--- src/sv/rolling_loudness_range_core_macros.svh ---
// assertion helpers used by rlr_ctrl
`ifndef ROLLING_LOUDNESS_RANGE_CORE_MACROS_SVH
`define ROLLING_LOUDNESS_RANGE_CORE_MACROS_SVH

// condition that holds at every edge outside reset
`define RLR_ALWAYS(name, cond, msg) \
  name: assert property (@(posedge clk) disable iff (rst) (cond)) else $error(msg);

// condition that holds in the cycle after a trigger
`define RLR_NEXT(name, trig, cond, msg) \
  name: assert property (@(posedge clk) disable iff (rst) (trig) |=> (cond)) else $error(msg);

`endif

--- src/sv/rlr_pkg.sv ---
`default_nettype none
package rlr_pkg;

  localparam logic OP_STORE     = 1'b0;
  localparam logic OP_RECOMPUTE = 1'b1;

  localparam logic signed [15:0] GATE_FLOOR = -16'sd8960;
  localparam logic [15:0] SIGN_FLIP = 16'h8000;
  localparam int MIN_GATED = 4;
  // reciprocal of 100 in 2^-19 steps, exact for the rank range used
  localparam int RECIP_100 = 5243;
  localparam int RECIP_SHIFT = 19;

  typedef struct packed {
    logic               operation;
    logic signed [31:0] second_index;
    logic signed [15:0] short_term;
    logic signed [15:0] gate_level;
  } in_t;

  typedef struct packed {
    logic [15:0] loudness_range;
    logic        computed;
    logic [6:0]  gated_count;
  } out_t;

  typedef struct packed {
    logic               valid;
    logic signed [31:0] tag;
    logic signed [15:0] gate;
    logic signed [15:0] loud;
  } slot_t;

  typedef struct packed {
    logic clear;
    logic accept;
    logic lookup;
    logic check;
    logic scan;
    logic select;
    logic radix;
  } cmd_t;

  typedef struct packed {
    logic clr_last;
    logic present;
    logic scan_done;
    logic enough;
    logic radix_last;
  } sts_t;

endpackage
`default_nettype wire

--- src/sv/rlr_ctrl.sv ---
`default_nettype none
`include "rolling_loudness_range_core_macros.svh"
module rlr_ctrl
  import rlr_pkg::*;
(
  input  wire logic clk,
  input  wire logic rst,
  input  wire logic start,
  input  wire sts_t sts,
  output cmd_t      cmd,
  output logic      busy,
  output logic      done
);

  localparam logic [2:0] S_CLEAR  = 3'd0;
  localparam logic [2:0] S_IDLE   = 3'd1;
  localparam logic [2:0] S_LOOK   = 3'd2;
  localparam logic [2:0] S_CHECK  = 3'd3;
  localparam logic [2:0] S_SCAN   = 3'd4;
  localparam logic [2:0] S_SELECT = 3'd5;
  localparam logic [2:0] S_RADIX  = 3'd6;
  localparam logic [2:0] S_FINISH = 3'd7;

  logic [2:0] state, state_next;

  always_comb begin
    state_next = state;
    case (state)
      S_CLEAR:  if (sts.clr_last) state_next = S_IDLE;
      S_IDLE:   if (start) state_next = S_LOOK;
      S_LOOK:   state_next = S_CHECK;
      S_CHECK:  state_next = sts.present ? S_SCAN : S_FINISH;
      S_SCAN:   if (sts.scan_done) state_next = S_SELECT;
      S_SELECT: state_next = sts.enough ? S_RADIX : S_FINISH;
      S_RADIX:  if (sts.radix_last) state_next = S_FINISH;
      S_FINISH: state_next = S_IDLE;
      default:  state_next = S_IDLE;
    endcase
  end

  always_ff @(posedge clk) begin
    if (rst) begin
      state <= S_CLEAR;
    end else begin
      state <= state_next;
    end
  end

  always_comb begin
    cmd.clear  = (state == S_CLEAR);
    cmd.accept = (state == S_IDLE) && start;
    cmd.lookup = (state == S_LOOK);
    cmd.check  = (state == S_CHECK);
    cmd.scan   = (state == S_SCAN);
    cmd.select = (state == S_SELECT);
    cmd.radix  = (state == S_RADIX);
  end

  assign busy = (state != S_IDLE);
  assign done = (state == S_FINISH);

  `RLR_NEXT(a_accept_looks, cmd.accept, state == S_LOOK, "request not followed by lookup")
  `RLR_NEXT(a_done_once, done, !done && state == S_IDLE, "result strobe longer than a cycle")
  `RLR_NEXT(a_absent_skips, cmd.check && !sts.present, done, "absent second not reported")
  `RLR_ALWAYS(a_one_cmd, $onehot0(cmd), "more than one datapath command")

endmodule
`default_nettype wire

--- config.mk ---
export PLATFORM = sky130hd
export DESIGN_NAME = rlr_ctrl
export DESIGN_NICKNAME = d
export VERILOG_FILES = /design/src/sv/rlr_pkg.sv /design/src/sv/rlr_ctrl.sv
export VERILOG_INCLUDE_DIRS = /design/src /design/src/sv
export SDC_FILE = /design/constraint.sdc
export NUM_CORES = 1
export LEC_CHECK = 0
export ABC_AREA = 1
export BUFFER_PORTS_ARGS = -buffer_cell sky130_fd_sc_hd__buf_2
export CORE_AREA = 3 3 40 42
export DETAILED_ROUTE_END_ITERATION = 8
export DIE_AREA = 0 0 43 45
export MAX_ROUTING_LAYER = met4
export PLACE_DENSITY_LB_ADDON = 0.15
export SLEW_MARGIN = 20
export SYNTH_ARGS = -nofsm -noshare
export SYNTH_HDL_FRONTEND = slang
export SYNTH_SLANG_ARGS = --single-unit
export TNS_END_PERCENT = 10
--- constraint.sdc ---
create_clock -name clk -period 0.99 [get_ports clk]
set_input_delay 0.0495 -clock clk [delete_from_list [all_inputs] [get_ports clk]]
set_output_delay 0.0495 -clock clk [all_outputs]
set_load 0.05 [all_outputs]
After elaboration in Yosys (flattened, before gate mapping) --
Cells that the tools add are included.
Word-level totals: register bits 3, input port bits 8, output and inout bits 9, word-level logic and storage cells 23
Operators by class: eq/ne operators 12, multiplexer cells 7, reduce and logical (&&, ||, !) cells 3
Operators by type and width (count):
- $pmux W3 S8 | 1
- $eq A3 B3 Y1 const B | 4
- $mux W3 | 4
- $ne A2 B2 Y1 const B | 4
- $eq A3 B2 Y1 const B | 2
- $reduce_and A4 Y1 | 1
- $eq A3 B1 Y1 const B | 1
- $logic_not A3 Y1 | 1
- $ne A3 B1 Y1 const B | 1
- $mux W2 | 1
- $logic_and A1 B1 Y1 | 1
- $mux W1 | 1

Longest topological paths before layout --
depth in word-level cells 3, depth in mapped cells 9, gate-level depth less buffers 8

Worst setup path after synthesis --
OpenSTA, ideal clock, no wires.
path kind register -> output, start point register state[2], end point output cmd[5] (netlist name), data arrival time 1627 ps, path slack -687 ps, cell stages (with the launch flop) 5, path buffers 1, cells stage by stage dfxtp_1 > buf_4 > inv_1 > nand2_1 > nor2_1
RTL lines:
- from (decl) | line rlr_ctrl.sv:24 | logic [2:0] state, state_next;
- from (signal assigned) | line rlr_ctrl.sv:45 | state <= state_next;
- to (decl) | line rlr_ctrl.sv:10 | output cmd_t cmd,

==> impl_metrics.env <==
export IMPL_clk_latency_ps=240
export IMPL_p_int_uw=834.1
export IMPL_n_fill_cell=132
export IMPL_synth_top_area_share_pct=21.33
export IMPL_cp_num_buf_inv=2
export IMPL_start_kind="flip-flop"
export IMPL_avgSynthCellArea_um2=5.414
export IMPL_drt_iter0_markers=6
export IMPL_clockBufferDepth=2
export IMPL_clk_pin_slew_ps=40
export IMPL_cts_sinks=3
export IMPL_cpPeakStageDelay_ps=370
export IMPL_multi_input_area_um2=220.2
export IMPL_cp_top_family="flip-flops"
export IMPL_antenna_found_initial=0
export IMPL_whs_ps=210.5
export IMPL_boundaryPins=17
export IMPL_switching_share_pct=54.70
export IMPL_min_period_ps=1165
export IMPL_end_kind="output port"
export IMPL_yosysWarnings=0
export IMPL_final_antenna_net_count=0
export IMPL_status="complete, but fails checks"
export IMPL_rsz0062_at_grt="true"
export IMPL_gr_usage_all_layers_pct=10.02
export IMPL_final_instance_count_excl_fill=91
export IMPL_yosys_top_cells_area="dfxtp_1, nor2_1, nand2_1, inv_1, nand3_1"
export IMPL_failed_checks="negative setup slack"
export IMPL_yosysUniqueCellTypes=14
export IMPL_grt_pass1_vias=349
export IMPL_clockPowerShare_pct=11.7
export IMPL_start_util_pct=21.91
export IMPL_grt_pass1_wl_um=1352
export IMPL_synth_nets=60
export IMPL_path_cells="inv_4, nor2_4, nand2_4, nor2_4, buf_6"
export IMPL_final_core_util_pct=43.72
export IMPL_dieArea_um2=1935
export IMPL_h_tree_depth=1
export IMPL_largest_reg_flops=3
export IMPL_fin_ws_ps=-174.8
export IMPL_io_buffers=16
export IMPL_regArea_um2=68.82
export IMPL_reg_top3="state x3"
export IMPL_power_frac_comb_pct=70.8
export IMPL_dp_cells=85
export IMPL_ff2ff_path_depth=9
export IMPL_overflow=0
export IMPL_slew_violations=0
export IMPL_maxCapViolations=0
export IMPL_grt_max_degree=10
export IMPL_slew_headroom_pct=90.15
export IMPL_p_leak_uw=0.0003047
export IMPL_area_delta_synth_final_pct=99.56
export IMPL_max_freq_mhz=858.5
export IMPL_yosys_area_top_type="dfxtp_1"
export IMPL_vias=377
export IMPL_stdcell_area_um2=561.8
export IMPL_setup_viol=11
export IMPL_rrSetupSlack_ps=-100
export IMPL_min_path_cells=6
export IMPL_n_antenna_cell=0
export IMPL_power_density_nw_per_um2=3278
export IMPL_viasPerCell=4.143
export IMPL_drc=0
export IMPL_regMostFlops="state"
export IMPL_finalClockSkew_ps=7.698
export IMPL_min_path_type="in -> reg"
export IMPL_wl_per_cell_um=8.901
export IMPL_cts_made_buffers=3
export IMPL_cts_root_buffer="clkbuf_4"
export IMPL_worst_ir_drop_vdd_v=0.001112
export IMPL_dp_final_hpwl_um=626.3
export IMPL_required_ps=940
export IMPL_critical_path_max_fanout=5
export IMPL_fin_nets=85
export IMPL_die_h_um=45
export IMPL_power_total_uw=1841
export IMPL_cpMaxStageDelayCell="dfxtp_4"
export IMPL_p_switching_uw=1007
export IMPL_worstMarginPinSlew_ps=146.6
export IMPL_die_x_um=43
export IMPL_rows=13
export IMPL_drive_above_1_share_pct=55.26
export IMPL_core_area_um2=1285
export IMPL_seqPwrFrac_pct=17.5
export IMPL_dpl_cell_area_um2=437.9
export IMPL_tritoncts="yes"
export IMPL_netlist_instances=52
export IMPL_finalHoldViolCount=0
export IMPL_critPathArrivalTime_ps=1120
export IMPL_finalCritPeriodShare_pct=117.7
export IMPL_path_class="reg -> out"
export IMPL_cp_depth=5
export IMPL_ys_ff_latch=3
export IMPL_drtPass1Iterations=3
export IMPL_gp_congestion=0.7773
export IMPL_crit_path_frequent_cell="nor2_4"
export IMPL_wirelength_um=810
export IMPL_synth_area_um2=281.5
export IMPL_seq_area_frac_synth_pct=21.33
==> metal layers <==
metal	up-vias	share of wire, %	GRT usage, %
li1	205	-	-
met1	160	40	9.113
met2	10	54	18.26
met3	2	3.8	2.390
met4	0	1.7	7.229
met5	-	0	-
==> tightest hold or removal path, stage by stage <==
cell and delay, ps:
buf_2 80, nor2_1 40, nor2_2 100, nand2_1 60, nand2_1 50, nor2_1 30
==> cell type report <==
| type | instances | share of cell area [%] |
|---|---|---|
| Multi-Input combinational cell | 36 | 39.20 |
| Timing Repair Buffer | 22 | 32.74 |
| Sequential cell | 3 | 12.25 |
| Inverter | 11 | 7.795 |
| Clock buffer | 4 | 4.677 |
| Tap cell | 15 | 3.341 |
==> layout by cell type, fill, tap and decap left out, types with 3 or more instances in the layout <==
master / n
nand2_1: 7
buf_6: 9
buf_2: 7
inv_1: 8
buf_4: 5
nand3_1: 4
nor2_2: 3
nor2_1: 6
nor2_4: 5
clkbuf_4: 3
==> what timing repair did <==
item / 4_1_cts / 5_1_grt
hold buffers: 1 / 0
endpoints found under the setup margin: 11 / 11
buffers inserted: 1 / 0
pin swaps: 3 / 3
gates resized for setup: 24 / 5
hold endpoints to repair: 1 / 0
==> cells by family after synthesis <==
group | count (synthesis) | synth area share (%)
compound gates | 3 | 6.223
flops | 3 | 21.33
simple gates | 33 | 52.45
buf+inv | 13 | 20.00
==> metrics by stage <==
stage	TNS, ps	setup slack, ps
2_1_floorplan	-1192	-235.3
3_3_place_gp	-509.9	-132.7
3_5_place_dp	-453.9	-113.5
4_1_cts	-1410	-176.3
5_1_grt	-1996	-241.8
6_report	-1240	-174.8
==> path summary, 6_finish.rpt <==
kind	start	end
setup / recovery	state[0]	cmd[5]
setup reg to reg	state[0]	state[0]
hold / removal	sts[1]	state[0]
hold reg to reg	state[0]	state[0]
==> power groups by stage <==
stage	Sequential (uW)	Clock (uW)	Combinational (uW)
4_1_cts	310	219	1290
2_1_floorplan	220	0	968
3_5_place_dp	290	0	1090
5_1_grt	336	233	1410
6_report	322	216	1300
3_3_place_gp	286	0	1100
==> cells in the mapped netlist (all sizes together) <==
master / instances
dfxtp: 3
nand3b: 1
nor2: 14
nand4: 1
o21bai: 1
nand3: 4
a21oi: 2
nand2: 11
buf: 2
nor3: 2
inv: 11
Note: power is estimated with default switching activity, not from simulation.
